### src/rtl/assert_macros.svh
// Assertion macros shared by the token splitter modules.
`ifndef ASSERT_MACROS_SVH
`define ASSERT_MACROS_SVH

// Checked at every rising edge outside of reset.
`define CTS_ASSERT(lbl, clk, rst_n, prop) \
	lbl: assert property (@(posedge clk) disable iff (!rst_n) prop) \
		else $error("token splitter assertion failed");

// Checked at every rising edge, reset included.
`define CTS_ASSERT_ALWAYS(lbl, clk, prop) \
	lbl: assert property (@(posedge clk) prop) \
		else $error("token splitter assertion failed");

`endif

### src/rtl/cts_pkg.sv
// Shared types, constants and classification functions of the token splitter.
package cts_pkg;

	localparam int LINE_BITS  = 16;
	localparam int RES_MAX    = 3;
	localparam int CNT_BITS   = $clog2(RES_MAX + 1);
	localparam int IDX_BITS   = $clog2(RES_MAX);
	localparam int FIFO_DEPTH = 4;
	localparam int PTR_BITS   = $clog2(FIFO_DEPTH);
	localparam int FCNT_BITS  = $clog2(FIFO_DEPTH + 1);

	localparam logic [7:0] CH_TAB    = 8'h09;
	localparam logic [7:0] CH_LF     = 8'h0A;
	localparam logic [7:0] CH_CR     = 8'h0D;
	localparam logic [7:0] CH_SPACE  = 8'h20;
	localparam logic [7:0] CH_BANG   = 8'h21;
	localparam logic [7:0] CH_PCT    = 8'h25;
	localparam logic [7:0] CH_AMP    = 8'h26;
	localparam logic [7:0] CH_LPAREN = 8'h28;
	localparam logic [7:0] CH_RPAREN = 8'h29;
	localparam logic [7:0] CH_STAR   = 8'h2A;
	localparam logic [7:0] CH_PLUS   = 8'h2B;
	localparam logic [7:0] CH_COMMA  = 8'h2C;
	localparam logic [7:0] CH_MINUS  = 8'h2D;
	localparam logic [7:0] CH_SLASH  = 8'h2F;
	localparam logic [7:0] CH_SEMI   = 8'h3B;
	localparam logic [7:0] CH_LT     = 8'h3C;
	localparam logic [7:0] CH_EQ     = 8'h3D;
	localparam logic [7:0] CH_GT     = 8'h3E;
	localparam logic [7:0] CH_LBRACK = 8'h5B;
	localparam logic [7:0] CH_RBRACK = 8'h5D;
	localparam logic [7:0] CH_CARET  = 8'h5E;
	localparam logic [7:0] CH_LBRACE = 8'h7B;
	localparam logic [7:0] CH_PIPE   = 8'h7C;
	localparam logic [7:0] CH_RBRACE = 8'h7D;
	localparam logic [7:0] CH_TILDE  = 8'h7E;

	typedef struct packed {
		logic [7:0]           token_byte;
		logic                 token_first;
		logic                 token_last;
		logic [LINE_BITS-1:0] line_number;
		logic                 end_of_source;
	} entry_t;

	typedef struct packed {
		entry_t [RES_MAX-1:0] ent;
		logic [CNT_BITS-1:0]  cnt;
	} rec_t;

	typedef struct packed {
		logic [7:0]           before_held;
		logic                 before_valid;
		logic                 inside_word;
		logic                 line_mode;
		logic                 block_mode;
		logic                 pair_due;
		logic [LINE_BITS-1:0] line_count;
	} lex_state_t;

	typedef struct packed {
		lex_state_t st;
		logic       emit;
		entry_t     ent;
	} proc_t;

	typedef struct packed {
		logic empty;
		logic full;
	} fifo_status_t;

	localparam lex_state_t LEX_RESET = '{
		before_held:  8'h00,
		before_valid: 1'b0,
		inside_word:  1'b0,
		line_mode:    1'b0,
		block_mode:   1'b0,
		pair_due:     1'b0,
		line_count:   LINE_BITS'(1)
	};

	function automatic logic is_space(logic [7:0] c);
		return (c == CH_SPACE) || (c == CH_TAB) || (c == CH_LF) || (c == CH_CR);
	endfunction

	function automatic logic is_single_op(logic [7:0] c);
		logic r;
		case (c)
			CH_PLUS, CH_MINUS, CH_STAR, CH_SLASH, CH_PCT, CH_AMP, CH_PIPE,
			CH_CARET, CH_EQ, CH_LT, CH_GT, CH_BANG, CH_TILDE, CH_COMMA,
			CH_SEMI, CH_LBRACK, CH_RBRACK, CH_LPAREN, CH_RPAREN,
			CH_LBRACE, CH_RBRACE: r = 1'b1;
			default: r = 1'b0;
		endcase
		return r;
	endfunction

	function automatic logic is_pair(logic [7:0] a, logic [7:0] b);
		logic r;
		if (b == CH_EQ) begin
			r = (a == CH_EQ) || (a == CH_BANG) || (a == CH_LT) || (a == CH_GT);
		end else begin
			r = (a == b) && ((a == CH_PIPE) || (a == CH_AMP) || (a == CH_LT) ||
				(a == CH_GT));
		end
		return r;
	endfunction

	// Classifies one byte c with optional lookahead nx against the lexer state.
	function automatic proc_t lex_step(lex_state_t st, logic [7:0] c, logic has_next,
			logic [7:0] nx);
		proc_t r;
		logic  word_last;
		r.st                = st;
		r.emit              = 1'b0;
		r.ent.token_byte    = c;
		r.ent.token_first   = 1'b0;
		r.ent.token_last    = 1'b0;
		r.ent.line_number   = st.line_count;
		r.ent.end_of_source = 1'b0;
		word_last = !has_next || is_space(nx) || is_single_op(nx);
		if (st.pair_due) begin
			r.st.pair_due     = 1'b0;
			r.emit            = 1'b1;
			r.ent.token_last  = 1'b1;
		end else if (st.line_mode) begin
			if (c == CH_LF) begin
				r.st.line_mode = 1'b0;
			end
		end else if (st.block_mode) begin
			if ((c == CH_SLASH) && st.before_valid && (st.before_held == CH_STAR)) begin
				r.st.block_mode = 1'b0;
			end
		end else if (is_space(c)) begin
			r.emit = 1'b0;
		end else if ((c == CH_SLASH) && has_next && (nx == CH_SLASH)) begin
			r.st.line_mode = 1'b1;
		end else if ((c == CH_SLASH) && has_next && (nx == CH_STAR)) begin
			r.st.block_mode = 1'b1;
		end else if (has_next && is_pair(c, nx)) begin
			r.st.pair_due     = 1'b1;
			r.emit            = 1'b1;
			r.ent.token_first = 1'b1;
		end else if (is_single_op(c)) begin
			r.emit            = 1'b1;
			r.ent.token_first = 1'b1;
			r.ent.token_last  = 1'b1;
		end else begin
			r.emit            = 1'b1;
			r.ent.token_first = !st.inside_word;
			r.ent.token_last  = word_last;
			r.st.inside_word  = !word_last;
		end
		if ((c == CH_LF) && (st.line_count != {LINE_BITS{1'b1}})) begin
			r.st.line_count = st.line_count + LINE_BITS'(1);
		end
		r.st.before_held  = c;
		r.st.before_valid = 1'b1;
		return r;
	endfunction

endpackage

### src/rtl/cts_front.sv
// Front end: takes source words, keeps the lookahead byte and builds result records.
module cts_front (
	input  logic                  clk,
	input  logic                  arst_n,
	input  logic                  push,
	output logic                  full,
	input  logic [7:0]            source_byte,
	input  logic                  final_byte,
	input  cts_pkg::fifo_status_t stat,
	output logic                  wr_en,
	output cts_pkg::rec_t         wr_rec
);

	cts_pkg::lex_state_t st_q;
	logic [7:0]          held_q;
	logic                held_valid_q;
	cts_pkg::proc_t      p_held;
	cts_pkg::proc_t      p_new;
	cts_pkg::lex_state_t st_mid;
	cts_pkg::entry_t     eos_ent;
	logic                e0;
	logic                e1;
	logic                accept;

	assign full   = stat.full;
	assign accept = push && !stat.full;

	always_comb begin
		p_held = cts_pkg::lex_step(st_q, held_q, 1'b1, source_byte);
		e0     = held_valid_q && p_held.emit;
		st_mid = held_valid_q ? p_held.st : st_q;
		p_new  = cts_pkg::lex_step(st_mid, source_byte, 1'b0, 8'h00);
		e1     = final_byte && p_new.emit;

		eos_ent.token_byte    = 8'h00;
		eos_ent.token_first   = 1'b0;
		eos_ent.token_last    = 1'b0;
		eos_ent.line_number   = p_new.st.line_count;
		eos_ent.end_of_source = 1'b1;

		// Pack the emitted results toward slot zero, oldest first.
		wr_rec.ent[2] = eos_ent;
		wr_rec.ent[1] = (e0 && e1) ? p_new.ent : eos_ent;
		wr_rec.ent[0] = e0 ? p_held.ent : (e1 ? p_new.ent : eos_ent);
		wr_rec.cnt    = cts_pkg::CNT_BITS'(e0) + cts_pkg::CNT_BITS'(e1) +
			cts_pkg::CNT_BITS'(final_byte);
		wr_en = accept && (wr_rec.cnt != '0);
	end

	always_ff @(posedge clk or negedge arst_n) begin
		if (!arst_n) begin
			st_q         <= cts_pkg::LEX_RESET;
			held_q       <= 8'h00;
			held_valid_q <= 1'b0;
		end else if (accept) begin
			if (final_byte) begin
				st_q         <= cts_pkg::LEX_RESET;
				held_q       <= 8'h00;
				held_valid_q <= 1'b0;
			end else begin
				st_q         <= st_mid;
				held_q       <= source_byte;
				held_valid_q <= 1'b1;
			end
		end
	end

endmodule

### src/rtl/cts_fifo.sv
// Short record queue between the front end and the back end.
`include "assert_macros.svh"

module cts_fifo (
	input  logic                  clk,
	input  logic                  arst_n,
	input  logic                  wr_en,
	input  cts_pkg::rec_t         wr_rec,
	input  logic                  rd_en,
	output cts_pkg::rec_t         head,
	output cts_pkg::fifo_status_t stat
);

	cts_pkg::rec_t                    mem_q [cts_pkg::FIFO_DEPTH];
	logic [cts_pkg::PTR_BITS-1:0]     wr_ptr_q;
	logic [cts_pkg::PTR_BITS-1:0]     rd_ptr_q;
	logic [cts_pkg::FCNT_BITS-1:0]    count_q;
	logic                             do_wr;
	logic                             do_rd;

	localparam logic [cts_pkg::PTR_BITS-1:0] PTR_LAST =
		cts_pkg::PTR_BITS'(cts_pkg::FIFO_DEPTH - 1);
	localparam logic [cts_pkg::FCNT_BITS-1:0] CNT_FULL =
		cts_pkg::FCNT_BITS'(cts_pkg::FIFO_DEPTH);

	assign stat.empty = (count_q == '0);
	assign stat.full  = (count_q == CNT_FULL);
	assign do_wr      = wr_en && !stat.full;
	assign do_rd      = rd_en && !stat.empty;
	assign head       = mem_q[rd_ptr_q];

	always_ff @(posedge clk) begin
		if (do_wr) begin
			mem_q[wr_ptr_q] <= wr_rec;
		end
	end

	always_ff @(posedge clk or negedge arst_n) begin
		if (!arst_n) begin
			wr_ptr_q <= '0;
			rd_ptr_q <= '0;
			count_q  <= '0;
		end else begin
			if (do_wr) begin
				wr_ptr_q <= (wr_ptr_q == PTR_LAST) ? '0 :
					wr_ptr_q + cts_pkg::PTR_BITS'(1);
			end
			if (do_rd) begin
				rd_ptr_q <= (rd_ptr_q == PTR_LAST) ? '0 :
					rd_ptr_q + cts_pkg::PTR_BITS'(1);
			end
			if (do_wr && !do_rd) begin
				count_q <= count_q + cts_pkg::FCNT_BITS'(1);
			end else if (!do_wr && do_rd) begin
				count_q <= count_q - cts_pkg::FCNT_BITS'(1);
			end
		end
	end

	`CTS_ASSERT(a_count_bounded, clk, arst_n, count_q <= CNT_FULL)
	`CTS_ASSERT(a_no_empty_record, clk, arst_n, wr_en |-> (wr_rec.cnt != '0))
	`CTS_ASSERT(a_no_write_when_full, clk, arst_n, wr_en |-> !stat.full)

endmodule

### src/rtl/cts_back.sv
// Back end: hands out the results of the head record one word at a time.
`include "assert_macros.svh"

module cts_back (
	input  logic                          clk,
	input  logic                          arst_n,
	input  cts_pkg::rec_t                 head,
	input  cts_pkg::fifo_status_t         stat,
	output logic                          rd_en,
	input  logic                          pop,
	output logic                          empty,
	output logic [7:0]                    token_byte,
	output logic                          token_first,
	output logic                          token_last,
	output logic [cts_pkg::LINE_BITS-1:0] line_number,
	output logic                          end_of_source,
	output logic                          run_last
);

	logic [cts_pkg::IDX_BITS-1:0] idx_q;
	cts_pkg::entry_t              cur;
	logic                         take;

	assign empty         = stat.empty;
	assign cur           = head.ent[idx_q];
	assign token_byte    = cur.token_byte;
	assign token_first   = cur.token_first;
	assign token_last    = cur.token_last;
	assign line_number   = cur.line_number;
	assign end_of_source = cur.end_of_source;
	assign run_last      = (idx_q == cts_pkg::IDX_BITS'(head.cnt - cts_pkg::CNT_BITS'(1)));
	assign take          = pop && !stat.empty;
	assign rd_en         = take && run_last;

	always_ff @(posedge clk or negedge arst_n) begin
		if (!arst_n) begin
			idx_q <= '0;
		end else if (take) begin
			idx_q <= run_last ? '0 : idx_q + cts_pkg::IDX_BITS'(1);
		end
	end

	`CTS_ASSERT(a_idx_in_range, clk, arst_n,
		!stat.empty |-> (cts_pkg::CNT_BITS'(idx_q) < head.cnt))
	`CTS_ASSERT(a_eos_ends_run, clk, arst_n, (!stat.empty && end_of_source) |-> run_last)

endmodule

### src/rtl/c_style_token_splitter.sv
// Top level of the C-style token splitter: front end, record queue and back end.
//
// The splitter takes one source word per cycle while full is low and keeps the
// previous byte as lookahead, so a byte is classified, and its token word
// produced, in the cycle in which the byte after it arrives. Whitespace, line
// comments and block comments are dropped; word tokens, the eight two-character
// operators and the single-character operators come out one byte per result word,
// with first and last marks and the line number at that point. A source word
// flagged as final flushes the lookahead, classifies itself with no lookahead,
// and adds an end-of-source word, so it can yield up to three result words; all
// lexer state then returns to reset, and the next word starts a new source on
// line one. The front end accepts a word in every cycle in which full is low and
// writes the record of its results into a four-entry queue; full rises only when
// that queue is full, which happens when the consumer holds off pop or drains a
// final word's three results at one word per cycle. A result enters the queue
// when its word is accepted and is shown once earlier results are popped; the
// back end delivers one result word per cycle while pop is high and not empty.
module c_style_token_splitter (
	input  logic                          clk,
	input  logic                          arst_n,
	input  logic                          push,
	output logic                          full,
	input  logic [7:0]                    source_byte,
	input  logic                          final_byte,
	output logic                          empty,
	input  logic                          pop,
	output logic [7:0]                    token_byte,
	output logic                          token_first,
	output logic                          token_last,
	output logic [cts_pkg::LINE_BITS-1:0] line_number,
	output logic                          end_of_source,
	output logic                          run_last
);

	// Queue write side, driven by the front end.
	logic                  wr_en;
	cts_pkg::rec_t         wr_rec;
	// Queue read side, consumed by the back end.
	logic                  rd_en;
	cts_pkg::rec_t         head;
	cts_pkg::fifo_status_t stat;

	// Classifies each byte against the lookahead and builds the result record.
	cts_front u_front (
		.clk         (clk),
		.arst_n      (arst_n),
		.push        (push),
		.full        (full),
		.source_byte (source_byte),
		.final_byte  (final_byte),
		.stat        (stat),
		.wr_en       (wr_en),
		.wr_rec      (wr_rec)
	);

	// Decouples the two sides so each may stall on its own.
	cts_fifo u_fifo (
		.clk    (clk),
		.arst_n (arst_n),
		.wr_en  (wr_en),
		.wr_rec (wr_rec),
		.rd_en  (rd_en),
		.head   (head),
		.stat   (stat)
	);

	// Walks the head record and presents its results in order.
	cts_back u_back (
		.clk           (clk),
		.arst_n        (arst_n),
		.head          (head),
		.stat          (stat),
		.rd_en         (rd_en),
		.pop           (pop),
		.empty         (empty),
		.token_byte    (token_byte),
		.token_first   (token_first),
		.token_last    (token_last),
		.line_number   (line_number),
		.end_of_source (end_of_source),
		.run_last      (run_last)
	);

endmodule

### config.mk
export PLATFORM = sky130hd
export DESIGN_NAME = c_style_token_splitter
export DESIGN_NICKNAME = d
export VERILOG_FILES = /design/src/rtl/cts_pkg.sv /design/src/rtl/cts_front.sv /design/src/rtl/cts_fifo.sv /design/src/rtl/cts_back.sv /design/src/rtl/c_style_token_splitter.sv
export VERILOG_INCLUDE_DIRS = /design/src /design/src/rtl
export SDC_FILE = /design/constraint.sdc
export NUM_CORES = 1
export LEC_CHECK = 0
export BUFFER_PORTS_ARGS = -buffer_cell sky130_fd_sc_hd__buf_2
export CAP_MARGIN = 5
export CORE_ASPECT_RATIO = 0.9
export CORE_MARGIN = 1.5
export CORE_UTILIZATION = 62
export CTS_CLUSTER_SIZE = 40
export DETAILED_ROUTE_END_ITERATION = 8
export PLACE_DENSITY = 0.79
export SLEW_MARGIN = 15
export SYNTH_ARGS = -nofsm -noshare
export SYNTH_HDL_FRONTEND = slang
export SYNTH_SLANG_ARGS = --single-unit
### constraint.sdc
create_clock -name clk -period 5.8 [get_ports clk]
set_clock_uncertainty 0.1 [all_clocks]
set_input_delay 0.87 -clock clk [delete_from_list [all_inputs] [get_ports clk]]
set_output_delay 0.87 -clock clk [all_outputs]
set_load 0.005 [all_outputs]
==> results of run 1 <==
[cell families after synthesis]
family / synth area share, %
flops: 63.49
simple gates: 9.330
compound gates: 7.147
buf+inv: 2.838
mux: 12.64
xor+xnor: 3.565
fa+ha+maj: 0.9864
[layer usage]
metal / part of all wire [%] / up-vias / track usage, % / wire [µm]
li1: - / 4142 / - / -
met3: 8.2 / 62 / 4.091 / 2755
met4: 2.1 / 2 / 7.627 / 712
met2: 46 / 439 / 41.68 / 15440
met5: 0.039 / - / 0 / 13
met1: 43 / 4639 / 41.17 / 14550
[critical path: stages (launching register included)]
cell     delay, ps
dfstp_2        650
ha_1           330
nand4_1        190
or4_1          680
nand2_1        120
buf_4          160
xnor2_1        210
ha_1           330
nand3_1        110
o22ai_1        470
nand4_2        280
o21a_1         580
a31o_1         380
a21oi_2        140
xor2_1         280
[per-stage QoR]
stage,area [µm²],utilization [%],power [µW],cells
after global placement,15970,65.46,5971,1382
after CTS,17020,69.80,8141,1443
after global routing,17020,69.80,8493,1443
final,17020,69.80,8087,1443
after floorplan,15480,-,5253,1061
after detailed placement,15970,65.46,6059,1382
[power by group through the flow]
stage	registers, µW	clock network [µW]	logic [µW]
after floorplan	3410	0	1850
after global placement	3590	0	2380
after detailed placement	3630	0	2430
after CTS	3580	2110	2440
after global routing	3630	2210	2650
final	3590	2090	2410
[registers in the layout, indices dropped and copies added, names as in the netlist, 2 cells and up]
register         cells
u_fifo.mem_q       288
u_fifo.count_q       3
u_fifo.rd_ptr_q      2
u_fifo.wr_ptr_q      2
u_front.p_held      16
u_front.st_q        13
u_front.held_q       8
u_back.idx_q         2
[path summary, 6_finish.rpt]
check,slack [ps],startpoint,to
max,580,u_front.p_held[1],u_fifo.mem_q[0][5]
min in group clk,390,u_fifo.count_q[2],u_fifo.count_q[2]
max reg2reg,580,u_front.p_held[1],u_fifo.mem_q[0][5]
min,370,arst_n,u_front.p_held[6]
max in group asynchronous,4730,arst_n,u_fifo.rd_ptr_q[1]
min reg2reg,390,u_fifo.count_q[2],u_fifo.count_q[2]
[layout by cell type, fill, tap and decap left out, drive strengths merged, types with 7 or more instances in the layout]
cell and instances:
and2 8, and3 14, mux4 72, nor3 22, nand4 16, a22o 12
clkbuf 41, xnor2 43, nor4 13, xor2 20, inv 37, nand2 83
mux2i 29, o22ai 24, nand3 17, nand2b 17, nor2b 7, clkinv 14
o211ai 7, dfrtp 46, o21ai 50, buf 61, ha 9, nor2 46
edfxtp 288, a21oi 27
[cell type report]
| class | count | area (µm²) | area share [%] |
|---|---|---|---|
| inverter | 35 | 131.4 | 0.7717 |
| timing repair buffer | 61 | 352.8 | 2.073 |
| sequential | 335 | 9836 | 57.78 |
| tap | 336 | 420.4 | 2.470 |
| clock buffer | 41 | 887.1 | 5.211 |
| multi-input combinational | 615 | 5225 | 30.69 |
| clock inverter | 20 | 171.4 | 1.007 |
==> metrics.md, run 1 <==
| Metric | Value |
|---|---|
| Kind of critical path | reg -> reg |
| Final WL | 33470 µm |
| Reg power frac | 44.3% |
| Final WS setup | 579.8 ps |
| Final nets | 1106 |
| CTS root buffer | clkbuf_16 |
| Setup_tns | 0 ps |
| #FFs+latches synth | 335 |
| Largest net degree at the start of global routing | 73 |
| Sw Ratio | 31.74% |
| Post-cts sizing count | 0 |
| Initial Utilization | 63.45% |
| Unrepaired setup endpoints after global routing | no |
| Leading cell type by number of instances after synthesis | edfxtp_1 |
| Ys async rst share | 14.03% |
| Dominant cell type by area after synthesis | edfxtp_1 |
| Via Count | 9284 |
| Residual DRC count | 0 |
| Clock network fraction of design power | 25.8% |
| Slew Limit Fails | 0 |
| Vias per std cell | 6.434 |
| Final worst-path cycle share | 90.00% |
| Synth warn | 0 |
| Leak Pwr | 0.005845 µW |
| Detailed Routing Iterations Pass 1 | 5 |
| Area grow syn2layout | 10.00% |
| Post-synth EDFFs | 288 |
| I/O pins | 43 |
| Die Wd | 169.5 µm |
| CTS tree | yes |
| Post-synth top cells | 288 x edfxtp_1, 83 x nand2_1, 72 x mux4_2 |
| Dominant cells by area after synthesis | edfxtp_1 56%, mux4_2 10%, dfrtp_1 7.4% |
| Sequential-to-total area share from yosys stat | 63.49% |
| Num CTS Buffers | 34 |
| Post-Synthesis Cell Area | 15480 µm² |
| Final Critical Period | 5220 ps |
| Hold Crit Class | in -> async |
| Worst R2R Path Depth | 14 |
| Yosys cell types | 79 |
| Syn Nets | 1085 |
| DP HPWL | 20100 µm |
| Sink Count | 335 |
| Relative slew slack | 16.75% |
| Mean Syn Cell Area | 14.59 µm² |
| Setup violations, final | 0 |
| Pint | 5520 µW |
| Routed len/inst | 23.19 µm |
| Peak VDD IR | 0.0004372 V |
| Initial antenna violation count | 1 |
| Maximum root-to-sink buffer count | 3 |
| Ant diodes | 0 |
| Clk_lat worst skew | 520 ps |
| CP required | 6010 ps |
| Iter 0 DRT Violations | 959 |
| Total track usage | 27.15% |
| Die area | 25920 µm² |
| Die Ht | 152.9 µm |
| CP Max Fanout | 22 |
| Fraction of layout instances using a drive strength above 1 | 19.51% |
| Core area | 24390 µm² |
| Pre-CTS setup slack | 677.6 ps |
| Antenna-violating nets left | 0 |
| Number of fill cells | 1623 |
| Routability congestion estimate | 0.9393 |
| H-tree levels | 2 |
| First-pass GRT wire length | 53050 µm |
| Pwr Density | 475.0 nW/µm² |
| Hold Fails Final Rpt | 0 |
| Fin Hold WS | 365.4 ps |
| Vias in the first global route | 9372 |
| Comb pwr share | 29.8% |
| Worst slew pin tran | 1246 ps |
| Startpoint Class | flop |
| CTS clk-pin slew, worst paths | 60 ps |
| Cell Rows | 54 |
| Overflow after GRT | 0 |
| Post-synth top flop | edfxtp_1 |
| CP arrival | 5430 ps |
| CP Capture Type | flop |
| Net switching power | 2566 µW |
| Post-CTS Repair Setup Buffers | 0 |
| Synth Instances | 1061 |
| Hold-fix buffers, CTS | 0 |
| Fmax | 191.6 MHz |
| Status | completed |
| Number of I/O port buffers | 42 |
| Max-cap check violation count | 0 |
| Top-area cell type share of the netlist area | 55.88% |
(Power assumes the default switching activity.)
==> run 2, diff against run 1 <==
- CORE_ASPECT_RATIO: 0.9 -> 0.5
- CORE_UTILIZATION: 62 -> 46
- PLACE_DENSITY: 0.79 -> unset
==> run 2 against run 1 <==
Against the previous run: critical endpoint is now u_fifo.mem_q[2][3]; routed wire length up 5.2%; first-iteration DRC count down 30%; sequential share of layout area down 0.89 points; utilization down 18 points; largest power group unchanged; critical path depth up 1; final cell count up 7.6%; global-route usage down 6.6 points; non-clock buffer count up 7; maximum frequency up 3.6%.
==> metrics.md, run 2 (same netlist as run 1, synthesis figures left out) <==
| Metric | Value |
|---|---|
| Clk_lat worst skew | 580 ps (was 520 ps) |
| Leak Pwr | 0.005929 µW (was 0.005845 µW) |
| Post-cts sizing count | 0 (unchanged) |
| DP HPWL | 21950 µm (was 20100 µm) |
| CP Depth | 15 (was 14) |
| Final worst-path cycle share | 86.89% (was 90.00%) |
| Max-cap check violation count | 0 (unchanged) |
| Status | completed (unchanged) |
| Sink Count | 335 (unchanged) |
| CP required | 6080 ps (was 6010 ps) |
| Total track usage | 20.57% (was 27.15%) |
| CP arrival | 5320 ps (was 5430 ps) |
| Final Critical Period | 5040 ps (was 5220 ps) |
| Slew Limit Fails | 0 (unchanged) |
| Comb pwr share | 29.6% (was 29.8%) |
| Startpoint Class | flop (unchanged) |
| Final WL | 35210 µm (was 33470 µm) |
| Largest net degree at the start of global routing | 52 (was 73) |
| First-pass GRT wire length | 54680 µm (was 53050 µm) |
| Routed len/inst | 22.69 µm (was 23.19 µm) |
| Reg power frac | 43.5% (was 44.3%) |
| Pint | 5669 µW (was 5520 µW) |
| Pre-CTS setup slack | 820.8 ps (was 677.6 ps) |
| Hold Crit Class | in -> async (unchanged) |
| Kind of critical path | reg -> reg (unchanged) |
| Fraction of layout instances using a drive strength above 1 | 20.54% (was 19.51%) |
| CTS clk-pin slew, worst paths | 70 ps (was 60 ps) |
| Final WS setup | 760.4 ps (was 579.8 ps) |
| Unrepaired setup endpoints after global routing | no (unchanged) |
| Relative slew slack | 42.00% (was 16.75%) |
| Maximum root-to-sink buffer count | 3 (unchanged) |
| Routability congestion estimate | 0.8607 (was 0.9393) |
| Setup violations, final | 0 (unchanged) |
| CP cell instances | ha_1, nand4_1, or4_1, nand2_1, xnor2_1, ha_1, nand3_1, o22ai_1, buf_4, nand4_2, o21a_1, buf_4, a21oi_1, o21ai_1, xnor2_1 (was ha_1, nand4_1, or4_1, nand2_1, buf_4, xnor2_1, ha_1, nand3_1, o22ai_1, nand4_2, o21a_1, a31o_1, a21oi_2, xor2_1) |
| Most flops, register | u_fifo.mem_q (unchanged) |
| Net switching power | 2595 µW (was 2566 µW) |
| I/O pins | 43 (unchanged) |
| Initial antenna violation count | 1 (unchanged) |
| CP Max Fanout | 12 (was 22) |
| CP max stage delay | 670 ps (was 680 ps) |
| Post-CTS Repair Setup Buffers | 0 (unchanged) |
| Largest register FFs | 288 (unchanged) |
| Number of I/O port buffers | 42 (unchanged) |
| Die Wd | 262.4 µm (was 169.5 µm) |
| Slowest-stage cell, CP | or4_1 (unchanged) |
| Die area | 34820 µm² (was 25920 µm²) |
| Die Ht | 132.7 µm (was 152.9 µm) |
| Antenna-violating nets left | 0 (unchanged) |
| Initial Utilization | 46.74% (was 63.45%) |
| Final nets | 1110 (was 1106) |
| CTS tree | yes (unchanged) |
| Sw Ratio | 31.40% (was 31.74%) |
| Peak VDD IR | 0.0002321 V (was 0.0004372 V) |
| Hold Fails Final Rpt | 0 (unchanged) |
| Leading cell type in the layout, fill and taps excluded | edfxtp_1 (unchanged) |
| Setup_tns | 0 ps (unchanged) |
| Worst path bufs/invs | 2 (was 1) |
| Top delay family on crit path | simple AND/OR/NAND/NOR gates (was compound AO/OA/AOI/OAI gates) |
| Worst R2R Path Depth | 15 (was 14) |
| Iter 0 DRT Violations | 672 (was 959) |
| Overflow after GRT | 0 (unchanged) |
| Fmax | 198.4 MHz (was 191.6 MHz) |
| CP Capture Type | flop (unchanged) |
| Number of fill cells | 2781 (was 1623) |
| Commonest cells after routing, fill and taps aside | 288 x edfxtp_1, 83 x nand2_1, 72 x mux4_2 (unchanged) |
| Clock network fraction of design power | 26.9% (was 25.8%) |
| Area grow syn2layout | 11.71% (was 10.00%) |
| H-tree levels | 1 (was 2) |
| CTS root buffer | clkbuf_16 (unchanged) |
| Detailed Routing Iterations Pass 1 | 5 (unchanged) |
| Vias per std cell | 5.859 (was 6.434) |
| Worst slew pin tran | 870.0 ps (was 1246 ps) |
| Via Count | 9093 (was 9284) |
| Hold-fix buffers, CTS | 0 (unchanged) |
| Cell Rows | 47 (was 54) |
| Vias in the first global route | 9220 (was 9372) |
| Num CTS Buffers | 31 (was 34) |
| Core area | 33110 µm² (was 24390 µm²) |
| Pwr Density | 478.0 nW/µm² (was 475.0 nW/µm²) |
| Residual DRC count | 0 (unchanged) |
[run 2: cell types whose count changed in the layout (fill, tap and decap cells not counted), sizes merged]
cell | before | now
clkinvlp | 2 | 1
clkinv | 14 | 11
buf | 61 | 68
inv | 37 | 36
diode | 0 | 1
bufinv | 2 | 6
clkbuf | 41 | 38
[run 2: power groups by stage]
stage	clock [µW]	combinational (µW)	sequential, µW
floorplan	0	1850	3410
global placement	0	2450	3620
detailed placement	0	2480	3650
CTS	2270	2490	3610
global route	2360	2660	3660
finish	2220	2450	3590
[run 2: layout make-up]
cell class              instances  area, µm²  area share (%)
clock inverters                19      261.5           1.513
well taps                     441      551.8           3.191
flip-flops and latches        335       9836           56.89
clock buffers                  38      863.3           4.993
multi-input cells             615       5225           30.22
inverters                      35      131.4          0.7599
repair buffers                 68      417.9           2.417
diodes                          1      2.502         0.01447
[run 2: worst paths after layout]
| path | start | endpoint | slack (ps) |
|---|---|---|---|
| max | u_front.p_held[1] | u_fifo.mem_q[2][3] | 760 |
| min | arst_n | u_front.p_held[13] | 310 |
| max reg2reg | u_front.p_held[1] | u_fifo.mem_q[2][3] | 760 |
| min reg2reg | u_front.st_q[26] | u_front.st_q[26] | 400 |
| max in group asynchronous | arst_n | u_fifo.rd_ptr_q[1] | 4770 |
| min in group clk | u_front.st_q[26] | u_front.st_q[26] | 400 |
[run 2: worst register-to-register path, cell delays in order, from the launching register on]
cell	delay, ps
dfstp_2	640
ha_1	340
nand4_1	190
or4_1	670
nand2_1	370
xnor2_1	270
ha_1	350
nand3_1	100
o22ai_1	150
buf_4	180
nand4_2	240
o21a_1	420
buf_4	260
a21oi_1	160
o21ai_1	100
xnor2_1	290
[run 2: metrics by stage]
step / power [µW] / std cells / util [%] / hold WS [ps] / cell area [µm²]
after floorplan: 5253 / 1061 / - / 355.0 / 15480
final: 8264 / 1552 / 52.22 / 310.3 / 17290
after detailed placement: 6130 / 1494 / 48.82 / 376.9 / 16160
after global placement: 6070 / 1494 / 48.82 / 373.4 / 16160
after global routing: 8682 / 1552 / 52.22 / 342.7 / 17290
after CTS: 8365 / 1551 / 52.21 / 310.0 / 17290
[run 2: metal layers]
layer,track usage (%),share of wire [%],vias up
li1,-,-,4159
met1,30.49,48,4700
met2,32.48,46,203
met3,3.369,4.6,31
met4,3.941,1.1,0
met5,0,0,-
